`config.mk`:
```
export PLATFORM = sky130hd
export DESIGN_NAME = joystick_axis_conditioning
export DESIGN_NICKNAME = d
export VERILOG_FILES = /design/src/jac_pkg.sv /design/src/joystick_axis_conditioning.sv /design/src/jac_div.sv /design/src/jac_debounce.sv
export VERILOG_INCLUDE_DIRS = /design/src /design/src/src
export SDC_FILE = /design/constraint.sdc
export NUM_CORES = 1
export LEC_CHECK = 0
export BUFFER_PORTS_ARGS = -buffer_cell sky130_fd_sc_hd__buf_2
export CAP_MARGIN = 20
export CORE_ASPECT_RATIO = 0.9
export CORE_UTILIZATION = 50
export CTS_CLUSTER_DIAMETER = 60
export DETAILED_ROUTE_END_ITERATION = 6
export GPL_TIMING_DRIVEN = 0
export MAX_ROUTING_LAYER = met4
export PLACE_DENSITY = 0.69
export SLEW_MARGIN = 10
export SYNTH_ARGS = -nofsm -noshare
export SYNTH_HDL_FRONTEND = slang
export SYNTH_SLANG_ARGS = --single-unit
```
`constraint.sdc`:
```
create_clock -name i_clk -period 6.1 [get_ports i_clk]
set_input_delay 0 -clock i_clk [delete_from_list [all_inputs] [get_ports i_clk]]
set_output_delay 0 -clock i_clk [all_outputs]
set_load 0.01 [all_outputs]
```
`src/joystick_axis_conditioning_defines.svh`:
```
// ----------------------------------------------------------------------------
// Joystick axis conditioning - assertion macros
// Shared property shorthands for the block's concurrent checks.
// ----------------------------------------------------------------------------
`ifndef JOYSTICK_AXIS_CONDITIONING_DEFINES_SVH
`define JOYSTICK_AXIS_CONDITIONING_DEFINES_SVH

// Same-cycle implication, sampled on i_clk, off while in reset
`define JAC_ASSERT_IMP(lbl, ante, cons, msg) \
    lbl: assert property (@(posedge i_clk) disable iff (!i_rst_n) (ante) |-> (cons)) \
        else $error(msg);

// Next-cycle implication, sampled on i_clk, off while in reset
`define JAC_ASSERT_NXT(lbl, ante, cons, msg) \
    lbl: assert property (@(posedge i_clk) disable iff (!i_rst_n) (ante) |=> (cons)) \
        else $error(msg);

`endif

```
`src/jac_pkg.sv`:
```
// ----------------------------------------------------------------------------
// Joystick axis conditioning - package
// Widths, fixed constants and the divider request/response types.
// ----------------------------------------------------------------------------
package jac_pkg;

    localparam int RAW_W      = 12;
    localparam int AXIS_W     = 8;
    localparam int DZ_W       = 12;
    localparam int SENS_W     = 16;
    localparam int CFG_W      = 16;
    localparam int CFG_IDX_W  = 2;
    localparam int MAG_W      = 7;

    localparam int DIVIDEND_W = 18;
    localparam int DIVISOR_W  = 12;
    localparam int QUOT_W     = 12;
    localparam int STEP_W     = 4;
    localparam int DEN_W      = DIVISOR_W + QUOT_W - 1;
    localparam int PROD_W     = QUOT_W + SENS_W;

    localparam logic [RAW_W:0]      CENTRE      = 13'd2048;
    localparam logic [DZ_W-1:0]     DZ_KNEE     = 12'd1948;
    localparam logic [DIVISOR_W-1:0] RANGE_MIN  = 12'd100;
    localparam logic [DIVISOR_W-1:0] GAIN_DIV   = 12'd1000;
    localparam logic [SENS_W-1:0]   GAIN_UNITY  = 16'd1000;
    localparam logic [MAG_W-1:0]    AXIS_MAX    = 7'd127;
    localparam logic [PROD_W-1:0]   SAT_LIMIT   = 28'd128000;
    localparam logic [STEP_W-1:0]   DIV1_STEPS  = 4'd12;
    localparam logic [STEP_W-1:0]   DIV2_STEPS  = 4'd7;

    typedef enum logic [CFG_IDX_W-1:0] {
        CFG_DEADZONE = 2'd0,
        CFG_SENS     = 2'd1,
        CFG_INV_X    = 2'd2,
        CFG_INV_Y    = 2'd3
    } t_cfg_idx;

    typedef struct packed {
        logic                  start;
        logic [DIVIDEND_W-1:0] dividend;
        logic [DIVISOR_W-1:0]  divisor;
        logic [STEP_W-1:0]     steps;
    } t_div_req;

    typedef struct packed {
        logic              done;
        logic [QUOT_W-1:0] quot;
    } t_div_rsp;

endpackage

```
`src/joystick_axis_conditioning.sv`:
```
// ----------------------------------------------------------------------------
// Joystick axis conditioning - top level
// Centres, dead-zones, scales, saturates and inverts two ADC axes and
// debounces the stick button.
// ----------------------------------------------------------------------------
// Input channel: i_in_valid / o_in_stall with i_raw_x, i_raw_y, i_button_raw.
// A beat is taken when i_in_valid is high and o_in_stall is low.
// Output channel: o_out_valid / i_out_stall with o_axis_x, o_axis_y,
// o_button_stable; one output beat per input beat, in order.
// Config: i_cfg_we writes i_cfg_data to register i_cfg_idx (0 deadzone,
// 1 sensitivity, 2 invert X, 3 invert Y); write only while idle.
// Each axis runs through one shared shift-subtract divider: a 12-step
// divide by the scaling range, a registered multiply by the gain, then a
// 7-step divide by 1000 that is skipped when the product saturates.
// o_in_stall is high while the two axes are worked and until the result
// has been loaded into the output register.
// A result held by i_out_stall does not block the next input beat; only
// completion of that next one waits for the output register to free up.
// Reset restores the register defaults and releases the button.
// ----------------------------------------------------------------------------
`include "joystick_axis_conditioning_defines.svh"

module joystick_axis_conditioning
    import jac_pkg::*;
#(
    parameter int DEBOUNCE_COUNT = 3
) (
    input  logic                    i_clk,
    input  logic                    i_rst_n,
    input  logic                    i_in_valid,
    output logic                    o_in_stall,
    input  logic [RAW_W-1:0]        i_raw_x,
    input  logic [RAW_W-1:0]        i_raw_y,
    input  logic                    i_button_raw,
    output logic                    o_out_valid,
    input  logic                    i_out_stall,
    output logic signed [AXIS_W-1:0] o_axis_x,
    output logic signed [AXIS_W-1:0] o_axis_y,
    output logic                    o_button_stable,
    input  logic                    i_cfg_we,
    input  logic [CFG_IDX_W-1:0]    i_cfg_idx,
    input  logic [CFG_W-1:0]        i_cfg_data
);

    typedef enum logic [7:0] {
        S_IDLE = 8'b0000_0001,
        S_PREP = 8'b0000_0010,
        S_DIV1 = 8'b0000_0100,
        S_MUL  = 8'b0000_1000,
        S_CHK  = 8'b0001_0000,
        S_DIV2 = 8'b0010_0000,
        S_FIN  = 8'b0100_0000,
        S_DONE = 8'b1000_0000
    } t_state;

    t_state r_state, n_state;

    logic [DZ_W-1:0]   r_deadzone;
    logic [SENS_W-1:0] r_sens;
    logic              r_inv_x, r_inv_y;

    logic [RAW_W-1:0]  r_raw_x, r_raw_y;
    logic              r_axis, n_axis;
    logic [QUOT_W-1:0] r_q1, n_q1;
    logic [PROD_W-1:0] r_prod, n_prod;
    logic [MAG_W-1:0]  r_mag, n_mag;
    logic signed [AXIS_W-1:0] r_res_x, n_res_x;
    logic signed [AXIS_W-1:0] r_res_y, n_res_y;

    logic              r_out_valid, n_out_valid;
    logic signed [AXIS_W-1:0] r_out_x, r_out_y;
    logic              r_out_btn;
    logic              out_load;

    logic              in_take;
    logic              btn_stable;
    t_div_req          div_req;
    t_div_rsp          div_rsp;

    logic [RAW_W-1:0]  cur_raw;
    logic              cur_inv;
    logic              is_neg;
    logic [RAW_W-1:0]  mag;
    logic [RAW_W:0]    range_full;
    logic [DIVISOR_W-1:0] range;
    logic [DIVIDEND_W:0] scaled;
    logic [DIVIDEND_W-1:0] dividend1;
    logic [SENS_W-1:0] gain;
    logic [AXIS_W-1:0] mag_ext;
    logic signed [AXIS_W-1:0] axis_res;

    logic              div_waiting;
    logic              out_in_range;

    assign in_take    = i_in_valid && (r_state == S_IDLE);
    assign o_in_stall = (r_state != S_IDLE);

    jac_debounce #(
        .DEBOUNCE_COUNT(DEBOUNCE_COUNT)
    ) u_debounce (
        .i_clk          (i_clk),
        .i_rst_n        (i_rst_n),
        .i_sample       (in_take),
        .i_button_raw   (i_button_raw),
        .o_button_stable(btn_stable)
    );

    jac_div u_div (
        .i_clk  (i_clk),
        .i_rst_n(i_rst_n),
        .i_req  (div_req),
        .o_rsp  (div_rsp)
    );

    // per-axis front end: centre, magnitude, zero zone, range
    always_comb begin
        cur_raw    = r_axis ? r_raw_y : r_raw_x;
        cur_inv    = r_axis ? r_inv_y : r_inv_x;
        is_neg     = !cur_raw[RAW_W-1];
        mag        = is_neg ? RAW_W'(CENTRE - {1'b0, cur_raw})
                            : {1'b0, cur_raw[RAW_W-2:0]};
        range_full = CENTRE - {1'b0, r_deadzone};
        range      = (r_deadzone > DZ_KNEE) ? RANGE_MIN : range_full[DIVISOR_W-1:0];
        // mag * 127 as shift and subtract
        scaled     = {mag, 7'b0} - {{(DIVIDEND_W+1-RAW_W){1'b0}}, mag};
        dividend1  = (mag < r_deadzone) ? '0 : scaled[DIVIDEND_W-1:0];
        gain       = (r_sens == '0) ? GAIN_UNITY : r_sens;
        mag_ext    = {1'b0, r_mag};
        axis_res   = (is_neg ^ cur_inv) ? -$signed(mag_ext) : $signed(mag_ext);
    end

    assign out_load = (r_state == S_DONE) && (!r_out_valid || !i_out_stall);

    always_comb begin
        n_state     = r_state;
        n_axis      = r_axis;
        n_q1        = r_q1;
        n_prod      = r_prod;
        n_mag       = r_mag;
        n_res_x     = r_res_x;
        n_res_y     = r_res_y;
        div_req     = '0;
        n_out_valid = r_out_valid;
        if (r_out_valid && !i_out_stall) begin
            n_out_valid = 1'b0;
        end
        case (r_state)
            S_IDLE: begin
                if (in_take) begin
                    n_axis  = 1'b0;
                    n_state = S_PREP;
                end
            end
            S_PREP: begin
                div_req.start    = 1'b1;
                div_req.dividend = dividend1;
                div_req.divisor  = range;
                div_req.steps    = DIV1_STEPS;
                n_state          = S_DIV1;
            end
            S_DIV1: begin
                if (div_rsp.done) begin
                    n_q1    = div_rsp.quot;
                    n_state = S_MUL;
                end
            end
            S_MUL: begin
                n_prod  = PROD_W'(r_q1) * PROD_W'(gain);
                n_state = S_CHK;
            end
            S_CHK: begin
                if (r_prod >= SAT_LIMIT) begin
                    n_mag   = AXIS_MAX;
                    n_state = S_FIN;
                end else begin
                    div_req.start    = 1'b1;
                    div_req.dividend = r_prod[DIVIDEND_W-1:0];
                    div_req.divisor  = GAIN_DIV;
                    div_req.steps    = DIV2_STEPS;
                    n_state          = S_DIV2;
                end
            end
            S_DIV2: begin
                if (div_rsp.done) begin
                    n_mag   = div_rsp.quot[MAG_W-1:0];
                    n_state = S_FIN;
                end
            end
            S_FIN: begin
                if (!r_axis) begin
                    n_res_x = axis_res;
                    n_axis  = 1'b1;
                    n_state = S_PREP;
                end else begin
                    n_res_y = axis_res;
                    n_state = S_DONE;
                end
            end
            S_DONE: begin
                // hold until the output register is free
                if (out_load) begin
                    n_out_valid = 1'b1;
                    n_state     = S_IDLE;
                end
            end
            default: begin
                n_state = S_IDLE;
            end
        endcase
    end

    always_ff @(posedge i_clk) begin
        if (!i_rst_n) begin
            r_state     <= S_IDLE;
            r_axis      <= 1'b0;
            r_out_valid <= 1'b0;
            r_deadzone  <= '0;
            r_sens      <= GAIN_UNITY;
            r_inv_x     <= 1'b0;
            r_inv_y     <= 1'b0;
        end else begin
            r_state     <= n_state;
            r_axis      <= n_axis;
            r_out_valid <= n_out_valid;
            if (i_cfg_we) begin
                case (t_cfg_idx'(i_cfg_idx))
                    CFG_DEADZONE: r_deadzone <= i_cfg_data[DZ_W-1:0];
                    CFG_SENS:     r_sens     <= i_cfg_data[SENS_W-1:0];
                    CFG_INV_X:    r_inv_x    <= i_cfg_data[0];
                    CFG_INV_Y:    r_inv_y    <= i_cfg_data[0];
                    default:      r_inv_y    <= r_inv_y;
                endcase
            end
        end
    end

    always_ff @(posedge i_clk) begin
        if (in_take) begin
            r_raw_x <= i_raw_x;
            r_raw_y <= i_raw_y;
        end
        r_q1    <= n_q1;
        r_prod  <= n_prod;
        r_mag   <= n_mag;
        r_res_x <= n_res_x;
        r_res_y <= n_res_y;
        if (out_load) begin
            r_out_x   <= r_res_x;
            r_out_y   <= r_res_y;
            r_out_btn <= btn_stable;
        end
    end

    assign o_out_valid     = r_out_valid;
    assign o_axis_x        = r_out_x;
    assign o_axis_y        = r_out_y;
    assign o_button_stable = r_out_btn;

    assign div_waiting  = (r_state == S_DIV1) || (r_state == S_DIV2);
    assign out_in_range = (o_axis_x != -8'sd128) && (o_axis_y != -8'sd128);

    `JAC_ASSERT_NXT(a_take_starts, in_take, r_state == S_PREP, "accepted beat did not start work")
    `JAC_ASSERT_IMP(a_div_owner, div_rsp.done, div_waiting, "divider done with no step waiting")
    `JAC_ASSERT_IMP(a_axis_range, o_out_valid, out_in_range, "axis result outside +/-127")

endmodule

```
`src/jac_div.sv`:
```
// ----------------------------------------------------------------------------
// Joystick axis conditioning - shared divider
// Shift-and-subtract unsigned divider, one quotient bit per cycle.
// ----------------------------------------------------------------------------
module jac_div
    import jac_pkg::*;
(
    input  logic     i_clk,
    input  logic     i_rst_n,
    input  t_div_req i_req,
    output t_div_rsp o_rsp
);

    logic                  r_busy, n_busy;
    logic                  r_done, n_done;
    logic [STEP_W-1:0]     r_cnt, n_cnt;
    logic [DIVIDEND_W-1:0] r_rem, n_rem;
    logic [DEN_W-1:0]      r_den, n_den;
    logic [QUOT_W-1:0]     r_quot, n_quot;
    logic                  fits;

    assign fits = {{(DEN_W-DIVIDEND_W){1'b0}}, r_rem} >= r_den;

    always_comb begin
        n_busy = r_busy;
        n_done = 1'b0;
        n_cnt  = r_cnt;
        n_rem  = r_rem;
        n_den  = r_den;
        n_quot = r_quot;
        if (i_req.start) begin
            // align divisor with the top quotient bit
            n_den  = DEN_W'(i_req.divisor) << (i_req.steps - 1'b1);
            n_rem  = i_req.dividend;
            n_quot = '0;
            n_cnt  = i_req.steps;
            n_busy = 1'b1;
        end else if (r_busy) begin
            if (fits) begin
                n_rem = r_rem - r_den[DIVIDEND_W-1:0];
            end
            n_quot = {r_quot[QUOT_W-2:0], fits};
            n_den  = r_den >> 1;
            n_cnt  = r_cnt - 1'b1;
            if (r_cnt == STEP_W'(1)) begin
                n_busy = 1'b0;
                n_done = 1'b1;
            end
        end
    end

    always_ff @(posedge i_clk) begin
        if (!i_rst_n) begin
            r_busy <= 1'b0;
            r_done <= 1'b0;
            r_cnt  <= '0;
        end else begin
            r_busy <= n_busy;
            r_done <= n_done;
            r_cnt  <= n_cnt;
        end
    end

    always_ff @(posedge i_clk) begin
        r_rem  <= n_rem;
        r_den  <= n_den;
        r_quot <= n_quot;
    end

    assign o_rsp.done = r_done;
    assign o_rsp.quot = r_quot;

endmodule

```
`src/jac_debounce.sv`:
```
// ----------------------------------------------------------------------------
// Joystick axis conditioning - button debounce
// Stable state flips after a run of consecutive disagreeing samples.
// ----------------------------------------------------------------------------
module jac_debounce
    import jac_pkg::*;
#(
    parameter int DEBOUNCE_COUNT = 3
) (
    input  logic i_clk,
    input  logic i_rst_n,
    input  logic i_sample,
    input  logic i_button_raw,
    output logic o_button_stable
);

    localparam int CNT_W = $clog2(DEBOUNCE_COUNT + 1);
    localparam logic [CNT_W-1:0] CNT_LIMIT = CNT_W'(DEBOUNCE_COUNT);

    logic [CNT_W-1:0] r_cnt, n_cnt;
    logic             r_state, n_state;
    logic [CNT_W-1:0] cnt_inc;

    always_comb begin
        n_cnt   = r_cnt;
        n_state = r_state;
        cnt_inc = (r_cnt < CNT_LIMIT) ? r_cnt + 1'b1 : r_cnt;
        if (i_sample) begin
            if (i_button_raw == r_state) begin
                n_cnt = '0;
            end else if (cnt_inc >= CNT_LIMIT) begin
                n_state = i_button_raw;
                n_cnt   = '0;
            end else begin
                n_cnt = cnt_inc;
            end
        end
    end

    always_ff @(posedge i_clk) begin
        if (!i_rst_n) begin
            r_cnt   <= '0;
            r_state <= 1'b0;
        end else begin
            r_cnt   <= n_cnt;
            r_state <= n_state;
        end
    end

    assign o_button_stable = r_state;

endmodule

```
==> flow_summary.ini, run 1 <==
[outcome]
result_of_the_run = finished clean

[yosys]
ys_dominant_reg_cell = sky130_fd_sc_hd__edfxtp_1
netlist.area_leader.share_pct = 26.7
post_synth_instance_area_sq_um = 16300
yosys.cell_count.top_type = sky130_fd_sc_hd__inv_1
async_flop_share_pct = 0
synthesis.yosys.warnings = 0
post_synth_and_or_nand_nor_area_fraction_pct = 16.9
synth_top_cells_by_area = sky130_fd_sc_hd__edfxtp_1, sky130_fd_sc_hd__fa_1, sky130_fd_sc_hd__ha_1, sky130_fd_sc_hd__dfxtp_1, sky130_fd_sc_hd__inv_1
yosysSeqAreaShare_pct = 34.2
main_combinational_cell_family_by_area_after_synthesis = adder cells
synth_mux_area_share_pct = 2.22
post_synth_inst_count = 1658
post_synth_xor_area_fraction_pct = 4.24
synth_area_leader_cell = sky130_fd_sc_hd__edfxtp_1
synth_compound_area_share_pct = 9.94
yosys_register_bits = 206
postSynthNetCount = 1953
synth_cell_types = 76
syn_area_per_cell_sq_um = 9.84
synth-adder-area-share_pct = 25.4
netlist_top_cells_count = sky130_fd_sc_hd__inv_1, sky130_fd_sc_hd__nand2_1, sky130_fd_sc_hd__edfxtp_1, sky130_fd_sc_hd__fa_1, sky130_fd_sc_hd__ha_1
synth_edf_count = 145

[timing]
setup_repair_after_global_routing_missed_its_margin = true
setup_total_negative_slack_ps = 0
post-route-worst-setup-slack_ps = 17.7
clock-skew-final_ps = 9.72
relSlewSlack_pct = 32.5
period_share_pct = 99.7
fmaxAchievable_mhz = 164
worst_slew_pin_slew_ps = 1010
timing.final.setup_violations = 0
final.min_clock_period_ps = 6080
timing_hold_violations_final = 0
maxSlewViolCount = 0

[cts]
htree_levels = 1
clock_pin_slew_reported_for_the_worst_setup_and_hold_paths_after_clock_tree_synthesis_ps = 70
insertion_delay_ps = 510
cts_tree = done
cts-root-buf = sky130_fd_sc_hd__clkbuf_16
max_root_sink_buffers = 3
cts_made_buffers = 21
clkSinkCount = 206

[drt]
viasPerCell = 5.50
detail_route.iter0.violations = 944
detail_route.first_pass.iterations = 5
detail_route.wl_per_cell_um = 18.5
dr_total_vias = 12500
drc = 0
postRouteAntennaNets = 0
routed_wirelength_mm = 42.1

[pwr]
report.power.total_uw = 7280
vdd_drop_max_v = 0.000489
leak_uw = 0.00826
power_per_cell_area_nw_per_um2 = 378

[die]
floorplan.die_area_sq_um = 33400
core_region_area_sq_um = 32000
die_width_um = 192
io-pin-count = 67
floorplan.rows = 62
start_util_pct = 50.9
floorplan.die.height_um = 173

[critical_path]
crit_arrival_ps = 6330
worstSetupPathType = flip-flop to flip-flop
crit_fanout = 5
reg2reg_from = r_sens[10]$_SDFFE_PN0P_
r2r-end = r_prod[25]$_DFFE_PP_
worst_setup_path_end_kind = flip-flop
startpoint_type = flip-flop
timing.reg2reg.worst_path_depth = 25
required_ps = 6350
reg2reg_slack_ps = 20

[placed_design]
routabilityCongestion = 0.927
placement.io_buffers = 65
place_ws_ps = -1060
dpl.hpwl_mm = 31.7

[grt]
globalRouteOverflowTotal = 0
grt_pass1_wl_mm = 66.6
antenna_found_initial = 0
largest_net_degree_at_the_start_of_global_routing = 31
grt_util_all_layers_pct = 26.4
first_global_vias = 12700

[flow_run]
timing.max_cap.violations = 0

[layout]
layout.nets = 2134
areaGrowthSynthToFinish_pct = 17.9
layout.core_utilization_pct = 60.1
antenna_cells_inserted = 0
final_layout_size_suffix_gt1_share_pct = 15.1

[worst_hold_path]
hold_class = input pin to flip-flop
timing.hold.worst_path_depth = 2
hp-start = i_raw_y[2]
worstHoldEndpoint = r_raw_y[2]$_DFFE_PP_
## critical path, stage by stage (launching register included)
cell	delay, ps
sky130_fd_sc_hd__dfxtp_4	370
sky130_fd_sc_hd__nor4_2	290
sky130_fd_sc_hd__nand4_1	190
sky130_fd_sc_hd__buf_6	190
sky130_fd_sc_hd__nand2b_4	110
sky130_fd_sc_hd__buf_8	120
sky130_fd_sc_hd__buf_4	120
sky130_fd_sc_hd__nand2_1	90
sky130_fd_sc_hd__fa_2	610
sky130_fd_sc_hd__inv_1	60
sky130_fd_sc_hd__fa_2	520
sky130_fd_sc_hd__fa_1	440
sky130_fd_sc_hd__fa_1	490
sky130_fd_sc_hd__inv_1	50
sky130_fd_sc_hd__fa_1	530
sky130_fd_sc_hd__inv_1	60
sky130_fd_sc_hd__ha_4	240
sky130_fd_sc_hd__a21oi_4	140
sky130_fd_sc_hd__o211ai_1	110
sky130_fd_sc_hd__buf_4	170
sky130_fd_sc_hd__a31oi_4	210
sky130_fd_sc_hd__o21ai_2	100
sky130_fd_sc_hd__buf_4	140
sky130_fd_sc_hd__buf_4	130
sky130_fd_sc_hd__o21ai_0	190
sky130_fd_sc_hd__a21oi_1	110
## worst max-delay path by stage
| stage | endpoint | cells past startpoint | start | slack [ps] |
|---|---|---|---|---|
| after global routing | r_prod[25]$_DFFE_PP_ | 25 | r_sens[13]$_SDFFE_PN0P_ | -120 |
| after CTS | r_prod[27]$_DFFE_PP_ | 24 | r_sens[15]$_SDFFE_PN0P_ | 5 |
| final | r_prod[25]$_DFFE_PP_ | 25 | r_sens[10]$_SDFFE_PN0P_ | 20 |
| after floorplan | r_prod[27]$_DFFE_PP_ | 23 | r_sens[4]$_SDFFE_PN0P_ | 110 |
| after detailed placement | r_prod[27]$_DFFE_PP_ | 23 | r_sens[13]$_SDFFE_PN0P_ | -1060 |
| after global placement | r_prod[27]$_DFFE_PP_ | 23 | r_sens[13]$_SDFFE_PN0P_ | -1010 |
## flip-flops by register name, summed over array words and instances, names as in the netlist, 12 cells and up
signal	flops
r_prod	28
r_raw_y	12
u_div.r_rem	18
r_sens	16
r_raw_x	12
r_q1	12
r_deadzone	12
u_div.r_quot	12
u_div.r_den	23
## report_power, final
group | internal (uW) | switching [uW]
Sequential | 1740 | 52.0
Clock | 685 | 548
Combinational | 2000 | 2260
## timing repair
item | CTS | global route
gates resized for setup | 77 | 76
hold buffers | 57 | 0
endpoints found under the setup margin | 15 | 10
pin swaps | 19 | 81
endpoints found under the hold margin | 72 | 0
setup buffers | 23 | 13
## cells in the final DEF, fill, tap and decap left out, types with 8 or more instances in the layout
cell type,count
sky130_fd_sc_hd__dfxtp_1,46
sky130_fd_sc_hd__o21bai_1,8
sky130_fd_sc_hd__nor4_1,8
sky130_fd_sc_hd__or2_2,13
sky130_fd_sc_hd__and2_1,83
sky130_fd_sc_hd__nor3_1,27
sky130_fd_sc_hd__fa_1,131
sky130_fd_sc_hd__fa_2,10
sky130_fd_sc_hd__nor2_1,94
sky130_fd_sc_hd__o21a_1,12
sky130_fd_sc_hd__ha_1,92
sky130_fd_sc_hd__dfxtp_4,9
sky130_fd_sc_hd__nand3_1,21
sky130_fd_sc_hd__buf_2,69
sky130_fd_sc_hd__a22oi_1,9
sky130_fd_sc_hd__edfxtp_1,145
sky130_fd_sc_hd__clkbuf_16,23
sky130_fd_sc_hd__xor2_1,28
sky130_fd_sc_hd__a21boi_0,17
sky130_fd_sc_hd__a21o_1,11
sky130_fd_sc_hd__o22ai_1,11
sky130_fd_sc_hd__a21oi_1,68
sky130_fd_sc_hd__inv_2,16
sky130_fd_sc_hd__nor2b_1,27
sky130_fd_sc_hd__nand2b_1,11
sky130_fd_sc_hd__buf_6,9
sky130_fd_sc_hd__dlygate4sd3_1,57
sky130_fd_sc_hd__nand2_1,185
sky130_fd_sc_hd__ha_4,13
sky130_fd_sc_hd__inv_1,229
sky130_fd_sc_hd__clkbuf_1,47
sky130_fd_sc_hd__mux2i_1,29
sky130_fd_sc_hd__o21ai_0,41
sky130_fd_sc_hd__buf_4,32
sky130_fd_sc_hd__xnor2_1,51
## kinds of logic (layout without fill, tap and decap cells)
logic type / after synthesis / count (layout)
simple gates: 540 / 540
fa+ha+maj: 247 / 247
mux: 34 / 34
buf+inv: 303 / 499
xor+xnor: 79 / 79
compound gates: 249 / 249
flops: 206 / 206
## metrics by stage
| step | instances | area, sq um | hold WS, ps |
|---|---|---|---|
| 4_1_cts | 2259 | 18900 | 188 |
| 3_3_place_gp | 2139 | 17200 | 178 |
| 2_1_floorplan | 1658 | 16300 | 98.9 |
| 6_report | 2270 | 19200 | 190 |
| 3_5_place_dp | 2141 | 17200 | 178 |
| 5_1_grt | 2270 | 19200 | 196 |
## area by class of cell
type	count	area [sq um]
fillers	2712	12800
clock buffers	27	548
flip-flops and latches	206	5620
multi-input cells	1149	10000
inverters	246	923
plain buffers	55	302
repair buffers	160	1200
clock inverters	11	97.6
well taps	416	520
## layer usage
metal  up-vias  wire (um)  global-route usage (%)
li1       5880          -                       -
met5         -          0                       -
met3        78       2990                    4.92
met1      6173      18400                    36.3
met2       363      19500                    40.0
met4         0       1120                    6.63
Power figures use the tool's default switching activity.
==> run 2: changes to the inputs <==
Settings changed: PLACE_DENSITY 0.69 to unset, PLACE_DENSITY_LB_ADDON set to 0.15.
Clock period 6.1 ns to 7.2 ns, I/O delays scaled along.
==> run 2 against run 1 <==
  * Die area unchanged
  * Via count down 1.5%
  * Count of clock-buffer cells in the layout increased by 5
  * Clock power is 8% lower
  * Flip-flop and latch count is the same
  * Register-to-register slack improved by 310 ps
  * Global-route usage up 0.87 points
  * Highest routed layer unchanged
  * Worst hold slack better by 15 ps
  * Power decreased by 24%
==> flow_summary.ini, run 2 (same netlist as run 1, synthesis figures left out) <==
[outcome]
result_of_the_run = finished clean

[layout]
largest_register_ffs = 28
final_area_sq_um = 18500
highest_count_cells_in_the_layout_ignoring_fill_and_taps = sky130_fd_sc_hd__inv_1, sky130_fd_sc_hd__nand2_1, sky130_fd_sc_hd__edfxtp_1
antenna_cells_inserted = 0
post_layout_nonfiller_instances = 2232
layout.filler_cells = 2795
final_layout_size_suffix_gt1_share_pct = 8.70
sequential_cell_area_sq_um = 5580
areaGrowthSynthToFinish_pct = 13.3
most_flops_register = r_prod
layout_top_registers = r_prod (28), u_div.r_den (23), u_div.r_rem (18)
layout.nets = 2096
layout_commonest_cell = sky130_fd_sc_hd__inv_1
layout.core_utilization_pct = 57.7
total_area_of_multi_input_combinational_cells_sq_um = 9620

[cts]
cts-root-buf = sky130_fd_sc_hd__clkbuf_16
clkSinkCount = 206
clock_pin_slew_reported_for_the_worst_setup_and_hold_paths_after_clock_tree_synthesis_ps = 60
max_root_sink_buffers = 3
cts_made_buffers = 21
cts_tree = done
htree_levels = 1
insertion_delay_ps = 510

[critical_path]
timing.critical_path.slowest_stage_cell = sky130_fd_sc_hd__fa_1
required_ps = 7450
critical-path-top-cell-by-count = sky130_fd_sc_hd__fa_1
crit_fanout = 10
startpoint_type = flip-flop
worst_setup_path_end_kind = flip-flop
crit_buf_inv = 4
crit_arrival_ps = 7120
timing.critical_path.cells = nor4_4 > nand4_1 > nand2b_1 > buf_2 > nand2_1 > fa_1 > inv_1 > fa_1 > fa_1 > fa_1 > inv_1 > fa_1 > inv_1 > ha_1 > a21o_1 > a21oi_1 > o211ai_1 > a31oi_2 > o21ai_0 > nor3_2 > o21bai_1 > a21oi_1 > xnor2_1
reg2reg_slack_ps = 330
max_stage_delay_ps = 550
critical-path-top-delay-family = adder cells
worstSetupPathType = flip-flop to flip-flop

[die]
floorplan.die.height_um = 173
floorplan.die_area_sq_um = 33400
io-pin-count = 67
core_region_area_sq_um = 32000
start_util_pct = 50.9
die_width_um = 192
floorplan.rows = 62

[placed_design]
dpl.hpwl_mm = 33.1
dp_cells = 2140
placed_cell_area_sq_um = 17200
placement.io_buffers = 65
routabilityCongestion = 0.931

[timing]
maxSlewViolCount = 0
hold-worst-slack_ps = 205
fmaxAchievable_mhz = 145
relSlewSlack_pct = 28.6
timing.final.setup_violations = 0
timing_hold_violations_final = 0
worst_slew_pin_slew_ps = 1070
clock-skew-final_ps = 9.39
final.min_clock_period_ps = 6870
period_share_pct = 95.5

[drt]
routed_wirelength_mm = 43.0
wl_met2_mm = 19.0
met3_length_mm = 3.00
detail_route.wl_per_cell_um = 19.3
viasPerCell = 5.51
detail_route.first_pass.iterations = 5
detail_route.iter0.violations = 1058
drc = 0
dr_total_vias = 12300
met1Wirelength_mm = 20.2
highest-signal-layer = met4
postRouteAntennaNets = 0

[pwr]
report.power.total_uw = 5530
vdd_drop_max_v = 0.000224
leak_uw = 0.00800
power_per_cell_area_nw_per_um2 = 299

[grt]
globalRouteOverflowTotal = 0
largest_net_degree_at_the_start_of_global_routing = 31
first_global_vias = 12100
antenna_found_initial = 1
grt_util_all_layers_pct = 27.2
grt_pass1_wl_mm = 67.4

[worst_hold_path]
hold_class = input pin to flip-flop

[flow_run]
timing.max_cap.violations = 0
run 2: cell count changes in the layout (fill, tap and decap cells not counted), sizes merged:
cell	change
clkinv	-5
clkbuf	+5
dlygate4sd3	-6
inv	+2
clkinvlp	-2
buf	-32
run 2: path summary, 6_finish.rpt:
path,startpoint,end,depth (start not counted)
worst max register to register,r_sens[12]$_SDFFE_PN0P_,r_prod[27]$_DFFE_PP_,23
worst min register to register,r_res_x[0]$_DFFE_PP_,o_axis_x[0]$_DFFE_PP_,0
worst max-delay path,r_sens[12]$_SDFFE_PN0P_,r_prod[27]$_DFFE_PP_,23
worst min-delay path,i_raw_y[7],r_raw_y[7]$_DFFE_PP_,2
run 2: power by group:
group	total, uW	leakage (uW)	switching (uW)	internal [uW]
registers	1520	0.00183	44.3	1480
clock network	1130	0.000353	462	672
logic	2870	0.00581	1720	1160
run 2: worst register-to-register path: stages, from the launching register on:
cell                       delay, ps
sky130_fd_sc_hd__dfxtp_1         380
sky130_fd_sc_hd__nor4_4          370
sky130_fd_sc_hd__nand4_1         280
sky130_fd_sc_hd__nand2b_1        230
sky130_fd_sc_hd__buf_2           290
sky130_fd_sc_hd__nand2_1         120
sky130_fd_sc_hd__fa_1            540
sky130_fd_sc_hd__inv_1            50
sky130_fd_sc_hd__fa_1            460
sky130_fd_sc_hd__fa_1            520
sky130_fd_sc_hd__fa_1            550
sky130_fd_sc_hd__inv_1            60
sky130_fd_sc_hd__fa_1            530
sky130_fd_sc_hd__inv_1            50
sky130_fd_sc_hd__ha_1            360
sky130_fd_sc_hd__a21o_1          200
sky130_fd_sc_hd__a21oi_1         210
sky130_fd_sc_hd__o211ai_1        280
sky130_fd_sc_hd__a31oi_2         360
sky130_fd_sc_hd__o21ai_0         230
sky130_fd_sc_hd__nor3_2          170
sky130_fd_sc_hd__o21bai_1        100
sky130_fd_sc_hd__a21oi_1         170
sky130_fd_sc_hd__xnor2_1         100
run 2: layout make-up:
cell class / count / area share, %
Clock inverter: 6 / 0.352
Sequential cell: 206 / 30.2
Clock buffer: 32 / 3.57
Multi-Input combinational cell: 1149 / 52.1
Inverter: 246 / 4.99
Tap cell: 416 / 2.82
Timing Repair Buffer: 120 / 4.69
Buffer: 57 / 1.37
run 2: per-layer routing:
layer / up-vias / track usage (%)
met2: 403 / 39.7
li1: 5806 / -
met4: 0 / 5.38
met1: 6041 / 39.5
met3: 58 / 5.28
met5: - / -
run 2: timing repair:
action,CTS,global route
pin swaps,0,2
endpoints found under the setup margin,2,3
hold endpoints to repair,71,0
hold buffers,51,0
buffers inserted,0,2
gates resized for setup,7,12
run 2: metrics by stage:
| step | setup TNS (ps) | worst slack (ps) |
|---|---|---|
| after floorplan | 0 | 1210 |
| after global placement | -243 | -243 |
| after detailed placement | -238 | -238 |
| after CTS | 0 | 96.1 |
| after global routing | -4.23 | -4.23 |
| final | 0 | 326 |
